==> src/design/hrhp_pkg.sv <==
// Shared types and constants for the HTTP response header parser.
package hrhp_pkg;

    localparam int unsigned BYTE_W    = 8;
    localparam int unsigned NUM_W     = 16;
    localparam int unsigned PROD_W    = NUM_W + 4;

    // pattern lengths
    localparam int unsigned STATUS_LEN = 9;
    localparam int unsigned LENGTH_LEN = 17;
    localparam int unsigned BLANK_LEN  = 4;
    localparam int unsigned STATUS_PW  = 4;
    localparam int unsigned LENGTH_PW  = 5;
    localparam int unsigned BLANK_PW   = 3;

    // ASCII codes
    localparam logic [BYTE_W-1:0] CH_LOWER_A = 8'h61;
    localparam logic [BYTE_W-1:0] CH_LOWER_Z = 8'h7a;
    localparam logic [BYTE_W-1:0] CH_ZERO    = 8'h30;
    localparam logic [BYTE_W-1:0] CH_NINE    = 8'h39;
    localparam logic [BYTE_W-1:0] CH_SPACE   = 8'h20;
    localparam logic [BYTE_W-1:0] CH_CR      = 8'h0d;
    localparam logic [BYTE_W-1:0] CH_LF      = 8'h0a;

    // configuration register indexes
    localparam logic REG_HDR_PASS     = 1'b0;
    localparam logic REG_BYTE_LIMIT   = 1'b1;
    localparam int unsigned PADDR_W   = 3;
    localparam int unsigned PDATA_W   = 32;

    // result stream layout, lowest bit first
    localparam int unsigned OD_BYTE_LO   = 0;
    localparam int unsigned OD_IN_BODY   = 8;
    localparam int unsigned OD_STATUS_LO = 9;
    localparam int unsigned OD_LENGTH_LO = 25;
    localparam int unsigned OD_LEN_SEEN  = 41;
    localparam int unsigned OD_DONE      = 42;
    localparam int unsigned OD_USED_W    = 43;
    localparam int unsigned OD_W         = 48;

    typedef struct packed {
        logic status_arm;   // "HTTP/1.1 " just completed
        logic length_arm;   // "\r\nCONTENT-LENGTH:" just completed
        logic blank_done;   // blank line just completed
    } t_match_hit;

    function automatic logic [BYTE_W-1:0] status_char(input logic [STATUS_PW-1:0] pos);
        logic [BYTE_W-1:0] c;
        c = '0;
        case (pos)
            4'd0:    c = 8'h48; // H
            4'd1:    c = 8'h54; // T
            4'd2:    c = 8'h54; // T
            4'd3:    c = 8'h50; // P
            4'd4:    c = 8'h2f; // /
            4'd5:    c = 8'h31; // 1
            4'd6:    c = 8'h2e; // .
            4'd7:    c = 8'h31; // 1
            4'd8:    c = CH_SPACE;
            default: c = '0;
        endcase
        return c;
    endfunction

    function automatic logic [BYTE_W-1:0] length_char(input logic [LENGTH_PW-1:0] pos);
        logic [BYTE_W-1:0] c;
        c = '0;
        case (pos)
            5'd0:    c = CH_CR;
            5'd1:    c = CH_LF;
            5'd2:    c = 8'h43; // C
            5'd3:    c = 8'h4f; // O
            5'd4:    c = 8'h4e; // N
            5'd5:    c = 8'h54; // T
            5'd6:    c = 8'h45; // E
            5'd7:    c = 8'h4e; // N
            5'd8:    c = 8'h54; // T
            5'd9:    c = 8'h2d; // -
            5'd10:   c = 8'h4c; // L
            5'd11:   c = 8'h45; // E
            5'd12:   c = 8'h4e; // N
            5'd13:   c = 8'h47; // G
            5'd14:   c = 8'h54; // T
            5'd15:   c = 8'h48; // H
            5'd16:   c = 8'h3a; // :
            default: c = '0;
        endcase
        return c;
    endfunction

    function automatic logic [BYTE_W-1:0] blank_char(input logic [BLANK_PW-1:0] pos);
        return pos[0] ? CH_LF : CH_CR;
    endfunction

endpackage

==> src/design/http_response_header_parser.sv <==
// HTTP response header parser: top level, number accumulator and body counters.
//
//  channel  | dir | handshake                        | payload
//  s_axis   | in  | s_axis_tvalid / s_axis_tready    | tdata[7:0] data_byte
//  m_axis   | out | m_axis_tvalid / m_axis_tready    | tdata: see port, tuser: out_valid
//  apb      | in  | psel & penable & pwrite & pready | 0x0 hdr_pass, 0x4 byte_limit
//
// One byte per cycle unless the output stalls: a byte is parsed in the cycle
// it is taken and its result sits in the output register on the next cycle; the
// single output register sets the latency. A new byte is taken whenever that
// register is empty or being drained. Reset is synchronous and clears all parse
// state; byte_limit writes also reload the remaining forward budget.
module http_response_header_parser #(
    parameter int unsigned MAX_DIGITS = 11
) (
    input  logic                           i_clk,
    input  logic                           i_rst_n,
    // slave stream
    input  logic                           s_axis_tvalid,
    output logic                           s_axis_tready,
    input  logic [hrhp_pkg::BYTE_W-1:0]    s_axis_tdata,  // [7:0] data_byte
    // master stream
    output logic                           m_axis_tvalid,
    input  logic                           m_axis_tready,
    // [7:0] out_byte, [8] in_body, [24:9] status_code, [40:25] content_length,
    // [41] length_seen, [42] done_res, [47:43] zero
    output logic [hrhp_pkg::OD_W-1:0]      m_axis_tdata,
    output logic                           m_axis_tuser,  // [0] out_valid
    // configuration
    input  logic                           psel,
    input  logic                           penable,
    input  logic                           pwrite,
    input  logic [hrhp_pkg::PADDR_W-1:0]   paddr,
    input  logic [hrhp_pkg::PDATA_W-1:0]   pwdata,
    output logic [hrhp_pkg::PDATA_W-1:0]   prdata,
    output logic                           pready
);
    import hrhp_pkg::*;

    localparam int unsigned DCW = $clog2(MAX_DIGITS + 2);

    // configuration
    logic              r_hdr_pass;
    logic [NUM_W-1:0]  r_byte_limit;
    logic              w_cfg_wr;

    // parse state
    logic [DCW-1:0]    r_digit_count, n_digit_count;
    logic              r_number_kind, n_number_kind;
    logic [NUM_W-1:0]  r_number_value, n_number_value;
    logic [NUM_W-1:0]  r_status_reg, n_status_reg;
    logic [NUM_W-1:0]  r_length_reg, n_length_reg;
    logic              r_length_flag, n_length_flag;
    logic              r_body_flag, n_body_flag;
    logic [NUM_W-1:0]  r_body_remaining, n_body_remaining;
    logic [NUM_W-1:0]  r_room_left, n_room_left;
    logic              r_finished, n_finished;

    // output stage
    logic              r_m_tvalid;
    logic [OD_W-1:0]   r_m_tdata, n_m_tdata;
    logic              r_m_tuser, n_m_tuser;

    logic              w_accept;
    logic              w_hdr_en;
    logic [BYTE_W-1:0] w_ch;
    logic              w_is_digit;
    logic              w_fwd;
    logic [PROD_W-1:0] w_prod;
    t_match_hit        w_hit;

    assign pready        = 1'b1;
    assign w_cfg_wr      = psel & penable & pwrite & pready;
    assign prdata        = (paddr[2] == REG_BYTE_LIMIT) ? PDATA_W'(r_byte_limit)
                                                        : PDATA_W'(r_hdr_pass);

    assign s_axis_tready = !r_m_tvalid || m_axis_tready;
    assign w_accept      = s_axis_tvalid && s_axis_tready;
    assign w_hdr_en      = w_accept && !r_finished && !r_body_flag;

    assign m_axis_tvalid = r_m_tvalid;
    assign m_axis_tdata  = r_m_tdata;
    assign m_axis_tuser  = r_m_tuser;

    // case fold, a-z only
    always_comb begin
        w_ch = s_axis_tdata;
        if (s_axis_tdata >= CH_LOWER_A && s_axis_tdata <= CH_LOWER_Z) begin
            w_ch = s_axis_tdata - 8'd32;
        end
    end

    always_comb begin
        w_is_digit = 1'b0;
        case (w_ch) inside
            [CH_ZERO:CH_NINE]: w_is_digit = 1'b1;
            default:           w_is_digit = 1'b0;
        endcase
    end

    // value * 10 + digit, as two shifts and two adds
    assign w_prod = PROD_W'({r_number_value, 3'b000}) + PROD_W'({r_number_value, 1'b0})
                  + PROD_W'(w_ch[3:0]);

    hrhp_match u_match (
        .i_clk   (i_clk),
        .i_rst_n (i_rst_n),
        .i_en    (w_hdr_en),
        .i_ch    (w_ch),
        .o_hit   (w_hit)
    );

    always_comb begin
        n_digit_count    = r_digit_count;
        n_number_kind    = r_number_kind;
        n_number_value   = r_number_value;
        n_status_reg     = r_status_reg;
        n_length_reg     = r_length_reg;
        n_length_flag    = r_length_flag;
        n_body_flag      = r_body_flag;
        n_body_remaining = r_body_remaining;
        n_room_left      = r_room_left;
        n_finished       = r_finished;
        w_fwd            = 1'b0;

        if (w_accept && !r_finished) begin
            if (!r_body_flag) begin
                if (r_digit_count != '0) begin
                    if (w_is_digit) begin
                        if (r_digit_count <= DCW'(MAX_DIGITS)) begin
                            n_number_value = (|w_prod[PROD_W-1:NUM_W]) ? '1
                                                                       : w_prod[NUM_W-1:0];
                            n_digit_count  = r_digit_count + 1'b1;
                        end
                    end else if (!(w_ch == CH_SPACE && r_digit_count == DCW'(1))) begin
                        if (r_digit_count > DCW'(1)) begin
                            if (r_number_kind) begin
                                n_length_reg  = r_number_value;
                                n_length_flag = 1'b1;
                            end else begin
                                n_status_reg = r_number_value;
                            end
                        end
                        n_digit_count = '0;
                    end
                end
                // a fresh pattern drops any open number
                if (w_hit.status_arm || w_hit.length_arm) begin
                    n_digit_count  = DCW'(1);
                    n_number_kind  = w_hit.length_arm;
                    n_number_value = '0;
                end
                if (w_hit.blank_done) begin
                    n_body_flag      = 1'b1;
                    n_body_remaining = n_length_reg;
                end
                w_fwd = r_hdr_pass;
                if (n_body_flag && n_length_flag && n_length_reg == '0) begin
                    n_finished = 1'b1;
                end
            end else begin
                w_fwd = 1'b1;
                if (r_length_flag) begin
                    if (r_body_remaining != '0) begin
                        n_body_remaining = r_body_remaining - 1'b1;
                    end
                    if (r_body_remaining <= NUM_W'(1)) begin
                        n_finished = 1'b1;
                    end
                end
            end
            if (w_fwd && r_byte_limit != '0) begin
                if (r_room_left != '0) begin
                    n_room_left = r_room_left - 1'b1;
                end
                if (r_room_left <= NUM_W'(1)) begin
                    n_finished = 1'b1;
                end
            end
        end

        if (w_cfg_wr && paddr[2] == REG_BYTE_LIMIT) begin
            n_room_left = pwdata[NUM_W-1:0];
        end
    end

    always_comb begin
        n_m_tdata                                 = '0;
        n_m_tdata[OD_BYTE_LO +: BYTE_W]           = w_fwd ? s_axis_tdata : '0;
        n_m_tdata[OD_IN_BODY]                     = n_body_flag;
        n_m_tdata[OD_STATUS_LO +: NUM_W]          = n_status_reg;
        n_m_tdata[OD_LENGTH_LO +: NUM_W]          = n_length_reg;
        n_m_tdata[OD_LEN_SEEN]                    = n_length_flag;
        n_m_tdata[OD_DONE]                        = n_finished;
        n_m_tuser                                 = w_fwd;
    end

    always_ff @(posedge i_clk) begin
        if (!i_rst_n) begin
            r_hdr_pass       <= 1'b0;
            r_byte_limit     <= '0;
            r_digit_count    <= '0;
            r_number_kind    <= 1'b0;
            r_number_value   <= '0;
            r_status_reg     <= '0;
            r_length_reg     <= '0;
            r_length_flag    <= 1'b0;
            r_body_flag      <= 1'b0;
            r_body_remaining <= '0;
            r_room_left      <= '0;
            r_finished       <= 1'b0;
            r_m_tvalid       <= 1'b0;
        end else begin
            if (w_cfg_wr) begin
                if (paddr[2] == REG_HDR_PASS) begin
                    r_hdr_pass <= pwdata[0];
                end else begin
                    r_byte_limit <= pwdata[NUM_W-1:0];
                end
            end
            r_digit_count    <= n_digit_count;
            r_number_kind    <= n_number_kind;
            r_number_value   <= n_number_value;
            r_status_reg     <= n_status_reg;
            r_length_reg     <= n_length_reg;
            r_length_flag    <= n_length_flag;
            r_body_flag      <= n_body_flag;
            r_body_remaining <= n_body_remaining;
            r_room_left      <= n_room_left;
            r_finished       <= n_finished;
            if (w_accept) begin
                r_m_tvalid <= 1'b1;
            end else if (m_axis_tready) begin
                r_m_tvalid <= 1'b0;
            end
        end
    end

    // result payload, loaded with each transaction taken
    always_ff @(posedge i_clk) begin
        if (w_accept) begin
            r_m_tdata <= n_m_tdata;
            r_m_tuser <= n_m_tuser;
        end
    end

endmodule

==> src/design/hrhp_match.sv <==
// Pattern matchers for the status line, Content-Length tag and blank line.
module hrhp_match (
    input  logic                      i_clk,
    input  logic                      i_rst_n,
    input  logic                      i_en,
    input  logic [hrhp_pkg::BYTE_W-1:0] i_ch,
    output hrhp_pkg::t_match_hit      o_hit
);
    import hrhp_pkg::*;

    logic [STATUS_PW-1:0] r_status_pos, n_status_pos;
    logic                 r_status_matched, n_status_matched;
    logic [LENGTH_PW-1:0] r_length_pos, n_length_pos;
    logic [BLANK_PW-1:0]  r_blank_pos, n_blank_pos;

    always_comb begin
        n_status_pos     = r_status_pos;
        n_status_matched = r_status_matched;
        n_length_pos     = r_length_pos;
        n_blank_pos      = r_blank_pos;
        o_hit            = '0;

        if (!r_status_matched) begin
            if (r_status_pos < STATUS_PW'(STATUS_LEN) && i_ch == status_char(r_status_pos)) begin
                if (r_status_pos == STATUS_PW'(STATUS_LEN - 1)) begin
                    n_status_pos     = '0;
                    n_status_matched = 1'b1;
                    o_hit.status_arm = 1'b1;
                end else begin
                    n_status_pos = r_status_pos + 1'b1;
                end
            end else begin
                n_status_pos = '0;
            end
        end

        if (r_length_pos < LENGTH_PW'(LENGTH_LEN) && i_ch == length_char(r_length_pos)) begin
            if (r_length_pos == LENGTH_PW'(LENGTH_LEN - 1)) begin
                n_length_pos     = '0;
                o_hit.length_arm = 1'b1;
            end else begin
                n_length_pos = r_length_pos + 1'b1;
            end
        end else begin
            n_length_pos = '0;
        end

        if (r_blank_pos < BLANK_PW'(BLANK_LEN) && i_ch == blank_char(r_blank_pos)) begin
            if (r_blank_pos == BLANK_PW'(BLANK_LEN - 1)) begin
                n_blank_pos      = '0;
                o_hit.blank_done = 1'b1;
            end else begin
                n_blank_pos = r_blank_pos + 1'b1;
            end
        end else begin
            n_blank_pos = '0;
        end

        if (!i_en) begin
            o_hit = '0;
        end
    end

    always_ff @(posedge i_clk) begin
        if (!i_rst_n) begin
            r_status_pos     <= '0;
            r_status_matched <= 1'b0;
            r_length_pos     <= '0;
            r_blank_pos      <= '0;
        end else if (i_en) begin
            r_status_pos     <= n_status_pos;
            r_status_matched <= n_status_matched;
            r_length_pos     <= n_length_pos;
            r_blank_pos      <= n_blank_pos;
        end
    end

endmodule

==> config.mk <==
export PLATFORM = sky130hd
export DESIGN_NAME = http_response_header_parser
export DESIGN_NICKNAME = d
export VERILOG_FILES = /design/src/design/hrhp_pkg.sv /design/src/design/http_response_header_parser.sv /design/src/design/hrhp_match.sv
export SDC_FILE = /design/constraint.sdc
export NUM_CORES = 1
export LEC_CHECK = 0
export BUFFER_PORTS_ARGS = -buffer_cell sky130_fd_sc_hd__buf_4
export CAP_MARGIN = 10
export CORE_MARGIN = 2
export CORE_UTILIZATION = 55
export DETAILED_ROUTE_END_ITERATION = 10
export PLACE_DENSITY = 0.86
export SLEW_MARGIN = 20
export SYNTH_ARGS = -nofsm -noshare
export SYNTH_HDL_FRONTEND = slang
export SYNTH_SLANG_ARGS = --single-unit
==> constraint.sdc <==
create_clock -name i_clk -period 11.4 [get_ports i_clk]
set_clock_uncertainty 0.1 [all_clocks]
set_input_delay 0.57 -clock i_clk [delete_from_list [all_inputs] [get_ports i_clk]]
set_output_delay 0.57 -clock i_clk [all_outputs]
set_load 0.03 [all_outputs]
==> summary by stage <==
Critical path
Tracing the worst setup path back leads to its startpoint at r_number_value[0]$_SDFFE_PN0P_. The critical path's top delay family is compound AO/OA/AOI/OAI gates. For the worst setup path, the data arrival time is 4.80 ns.

The data required time of the worst path is 11.66 ns. The worst path buffer plus inverter count is 0. In this run the critical register-to-register path is launched from r_number_value[0]$_SDFFE_PN0P_. The kind of end point of the critical path is a flop. The critical path is of the flop to flop type. The startpoint kind of the worst setup timing path is a flop. Walking the worst path, the cells encountered are fa_1 > fa_1 > a21o_1 > nand2_1 > a2111oi_0 > o311ai_0 > o311ai_0 > nand2_1 > o211ai_1.

In this run the worst path has a maximum fanout of 14. The largest single stage delay on the critical path is 0.92 ns. Among all stages on the critical path, the largest delay is contributed by sky130_fd_sc_hd__a2111oi_0.

STA
The final-layout setup total negative slack is 0 ns. Setup repair after global routing left no endpoint under its margin. In this run the tightest slew margin relative to its limit is 0.299.

Hold timing on the final database bottoms out at a slack of 0.291 ns. The count of endpoints failing hold in the final timing report is 0. Setup violations remaining at the end of the flow were counted as 0.

The minimum clock period is 4.54 ns. The final-report max-slew violation count was 0. For the pin with the worst max-slew slack, the measured transition is 1.03 ns.

The highest attainable clock frequency is 0.220 GHz. Of the available clock period, the critical path in the final layout requires 0.399.

Routing
For this run, the detailed router's first-pass iteration total came to 6. The count of vias placed by the detailed router is 8067. In the routed layout, each cell is associated on average with a via count of 5.96.

The iteration-0 DRC count of the detailed router is 821. The remaining antenna violation count after routing is 0. The post-route DRC violation count is 0.

The post-detailed-routing wire length is 22800 um. After detailed routing, the average wire length per cell comes to 16.9 um.

Yosys
For this run, asynchronously set or reset flops after synthesis account for 0. The cell area after synthesis is 9720 um2. The number of synthesized flops with an enable pin is 44. The synthesized netlist contains 84 unique library cells. A synthesized cell averages 9.29 um2. The fraction of post-synthesis cell area in the top cell type by area is 0.274. For this run, the register share of the synthesized area comes to 0.410. The most area-hungry cell type in the Yosys netlist is sky130_fd_sc_hd__dfxtp_1.

The most common flop cell mapped by yosys is sky130_fd_sc_hd__dfxtp_1. After synthesis the netlist holds a flip-flop and latch count of 177. The number of instances in the synthesized netlist is 1046.

During synthesis, Yosys emitted a total of 0 warnings. Ranked by total cell area, the synthesized netlist is headed by sky130_fd_sc_hd__dfxtp_1 (27%), sky130_fd_sc_hd__edfxtp_1 (14%), sky130_fd_sc_hd__ha_1 (7.2%).

Floorplanning
The floorplan step defined a die boundary enclosing 18800 um2. The floorplan core area is 17300 um2. After floorplanning, the core was divided into 48 placement rows. During I/O placement, the number of pins put on the boundary was 134. The die span in x is 137 um.

The floorplan die height is 137 um. For this configuration, the core starts out at a cell density of 0.562.

Finish
The number of fill cells is 1342. The number of diodes is 0. The post-synthesis to final-layout area growth is 13.8%. Of the cells placed in the final design, the portion with a size suffix greater than 1 is 0.168. The net count of the finished layout is 1224. The register with the most flip-flops in the layout has 43 of them. The utilization of the core after routing is 0.639. The design area is 11100 um2.

Place
Summing all placed instances gives a cell area of 10400 um2. The count of input and output buffers is 93. The final HPWL from detailed placement is 15700 um. The last weighted congestion value of the routability-driven placer is 0.906.

Clocking
The clock tree from TritonCTS is done. The cell sitting at the root of the clock tree is a sky130_fd_sc_hd__clkbuf_16. The worst-skew pair later-pin latency is 0.43 ns. The hold buffer count at cts is 0. After clock tree synthesis, the clock-pin slew on the worst setup and hold paths is 0.07 ns. The deepest level of the CTS H-tree is 4. Buffers added to address setup during post-CTS repair amount to 0. Counting every sink on the clock net gives 177. The post-cts resize count is 0. The maximum clock insertion buffer count is 2.

The number of clock buffers added by TritonCTS is 17.

Power and ir drop
The proportion of power drawn by combinational gates is 0.078. In this run the power density over the cells is 121 nW/um2. In this run the power spent charging and discharging nets is 0.000329 W. The share of total power dissipated in the clock network is 0.431. In this run the static leakage power is 4.63 nW. The internal power of the cells totals 0.00101 W.

The switching share of power is 0.245. The worst-case vdd ir drop is 0.127 mV. The share of total power dissipated in sequential elements is 0.491.

Status
The flow ran to the end, and the final reports show no timing, DRC or antenna violations.

Min path
The worst min-delay path class is primary input to flop. In this run the most critical hold path is launched from pwdata[7].

Global routing
The via count of the first global-routing pass is 7640. The global-route usage over all layers is 0.244. Entering global routing, the biggest net connects 80 pins.

The number of antenna violations at the first check in global routing came to 0. For this run the aggregate overflow at the end of global routing stands at 0. The global-route wire length before repair is 36400 um.

Run
The max capacitance violation total is 0.
==> cells by family (layout without fill, tap and decap cells) <==
| logic type | after synthesis | after routing | share of synthesized area |
|---|---|---|---|
| DFF | 177 | 177 | 0.410 |
| muxes | 51 | 51 | 0.0571 |
| and+or+nand+nor | 379 | 379 | 0.205 |
| xor gates and xnor gates | 38 | 38 | 0.0342 |
| other | 2 | 22 | 0.000772 |
| adders and majority gates | 58 | 58 | 0.0762 |
| buffers and inverters | 109 | 172 | 0.0528 |
| AOI/OAI and AO/OA | 232 | 232 | 0.164 |
==> power by group through the flow <==
stage	logic, W	clock network [W]	registers (W)
floorplan	0.0000585	0	0.000688
global placement	0.000101	0	0.000672
detailed placement	0.000104	0	0.000672
CTS	0.000104	0.000580	0.000659
global route	0.000112	0.000611	0.000659
finish	0.000105	0.000579	0.000659
==> through the flow <==
| step | power (W) | worst slack [ns] | instances |
|---|---|---|---|
| after floorplan | 0.000747 | 7.42 | 1066 |
| after global placement | 0.000774 | 7.00 | 1319 |
| after detailed placement | 0.000776 | 6.89 | 1319 |
| after CTS | 0.00134 | 7.02 | 1351 |
| after global routing | 0.00138 | 6.61 | 1354 |
| final | 0.00134 | 6.86 | 1354 |
==> metal layers <==
metal,track usage,part of all wire
met3,0.0456,0.059
met1,0.303,0.42
met5,0,0
met2,0.423,0.50
met4,0.0859,0.023
==> tightest hold or removal path, cell delays in order <==
cell	delay, ns
sky130_fd_sc_hd__buf_4	0.11
sky130_fd_sc_hd__nand2_1	0.05
sky130_fd_sc_hd__a21oi_1	0.05
==> synthesized netlist by cell type (11+ instances only) <==
cell,instances
sky130_fd_sc_hd__dfxtp_1,133
sky130_fd_sc_hd__nand2_1,113
sky130_fd_sc_hd__a21oi_1,74
sky130_fd_sc_hd__and2_1,63
sky130_fd_sc_hd__ha_1,56
sky130_fd_sc_hd__o21ai_0,45
sky130_fd_sc_hd__edfxtp_1,44
sky130_fd_sc_hd__nand3_1,42
sky130_fd_sc_hd__nor2_1,41
sky130_fd_sc_hd__inv_1,39
sky130_fd_sc_hd__mux2_2,34
sky130_fd_sc_hd__clkbuf_1,32
sky130_fd_sc_hd__buf_4,23
sky130_fd_sc_hd__xnor2_1,23
sky130_fd_sc_hd__nor3_1,20
sky130_fd_sc_hd__nor4_1,17
sky130_fd_sc_hd__mux2i_1,15
sky130_fd_sc_hd__xor2_1,15
sky130_fd_sc_hd__nand4_1,14
sky130_fd_sc_hd__o211ai_1,14
sky130_fd_sc_hd__nand2b_1,13
sky130_fd_sc_hd__a21o_1,11
sky130_fd_sc_hd__or4_1,11
==> placed cells by master (no fill, tap or decap), drive strengths merged, types with 23 or more instances in the layout <==
master and n:
ha 56, buf 100, and2 63, nand3 42, edfxtp 44, dfxtp 133, xnor2 23, nand2 113
mux2 36, o21ai 49, nor2 41, a21oi 76, inv 43
==> worst paths after layout <==
path,slack [ns],end,cells after the start
min,0.29,r_byte_limit[7]$_SDFFE_PN0P_,3
max,6.86,r_number_value[15]$_SDFFE_PN0P_,9
max reg2reg,6.86,r_number_value[15]$_SDFFE_PN0P_,9
min reg2reg,0.37,r_byte_limit[8]$_SDFFE_PN0P_,2
==> layout make-up <==
| cell class | count | area, um2 | area share |
|---|---|---|---|
| Clock buffer | 22 | 487 | 0.0440 |
| Tap cell | 225 | 282 | 0.0255 |
| Timing Repair Buffer | 100 | 758 | 0.0686 |
| Sequential cell | 177 | 3980 | 0.360 |
| Multi-Input combinational cell | 780 | 5300 | 0.479 |
| Inverter | 40 | 150 | 0.0136 |
| Clock inverter | 10 | 97.6 | 0.00882 |
No activity file was read; power rests on OpenSTA's default activity.
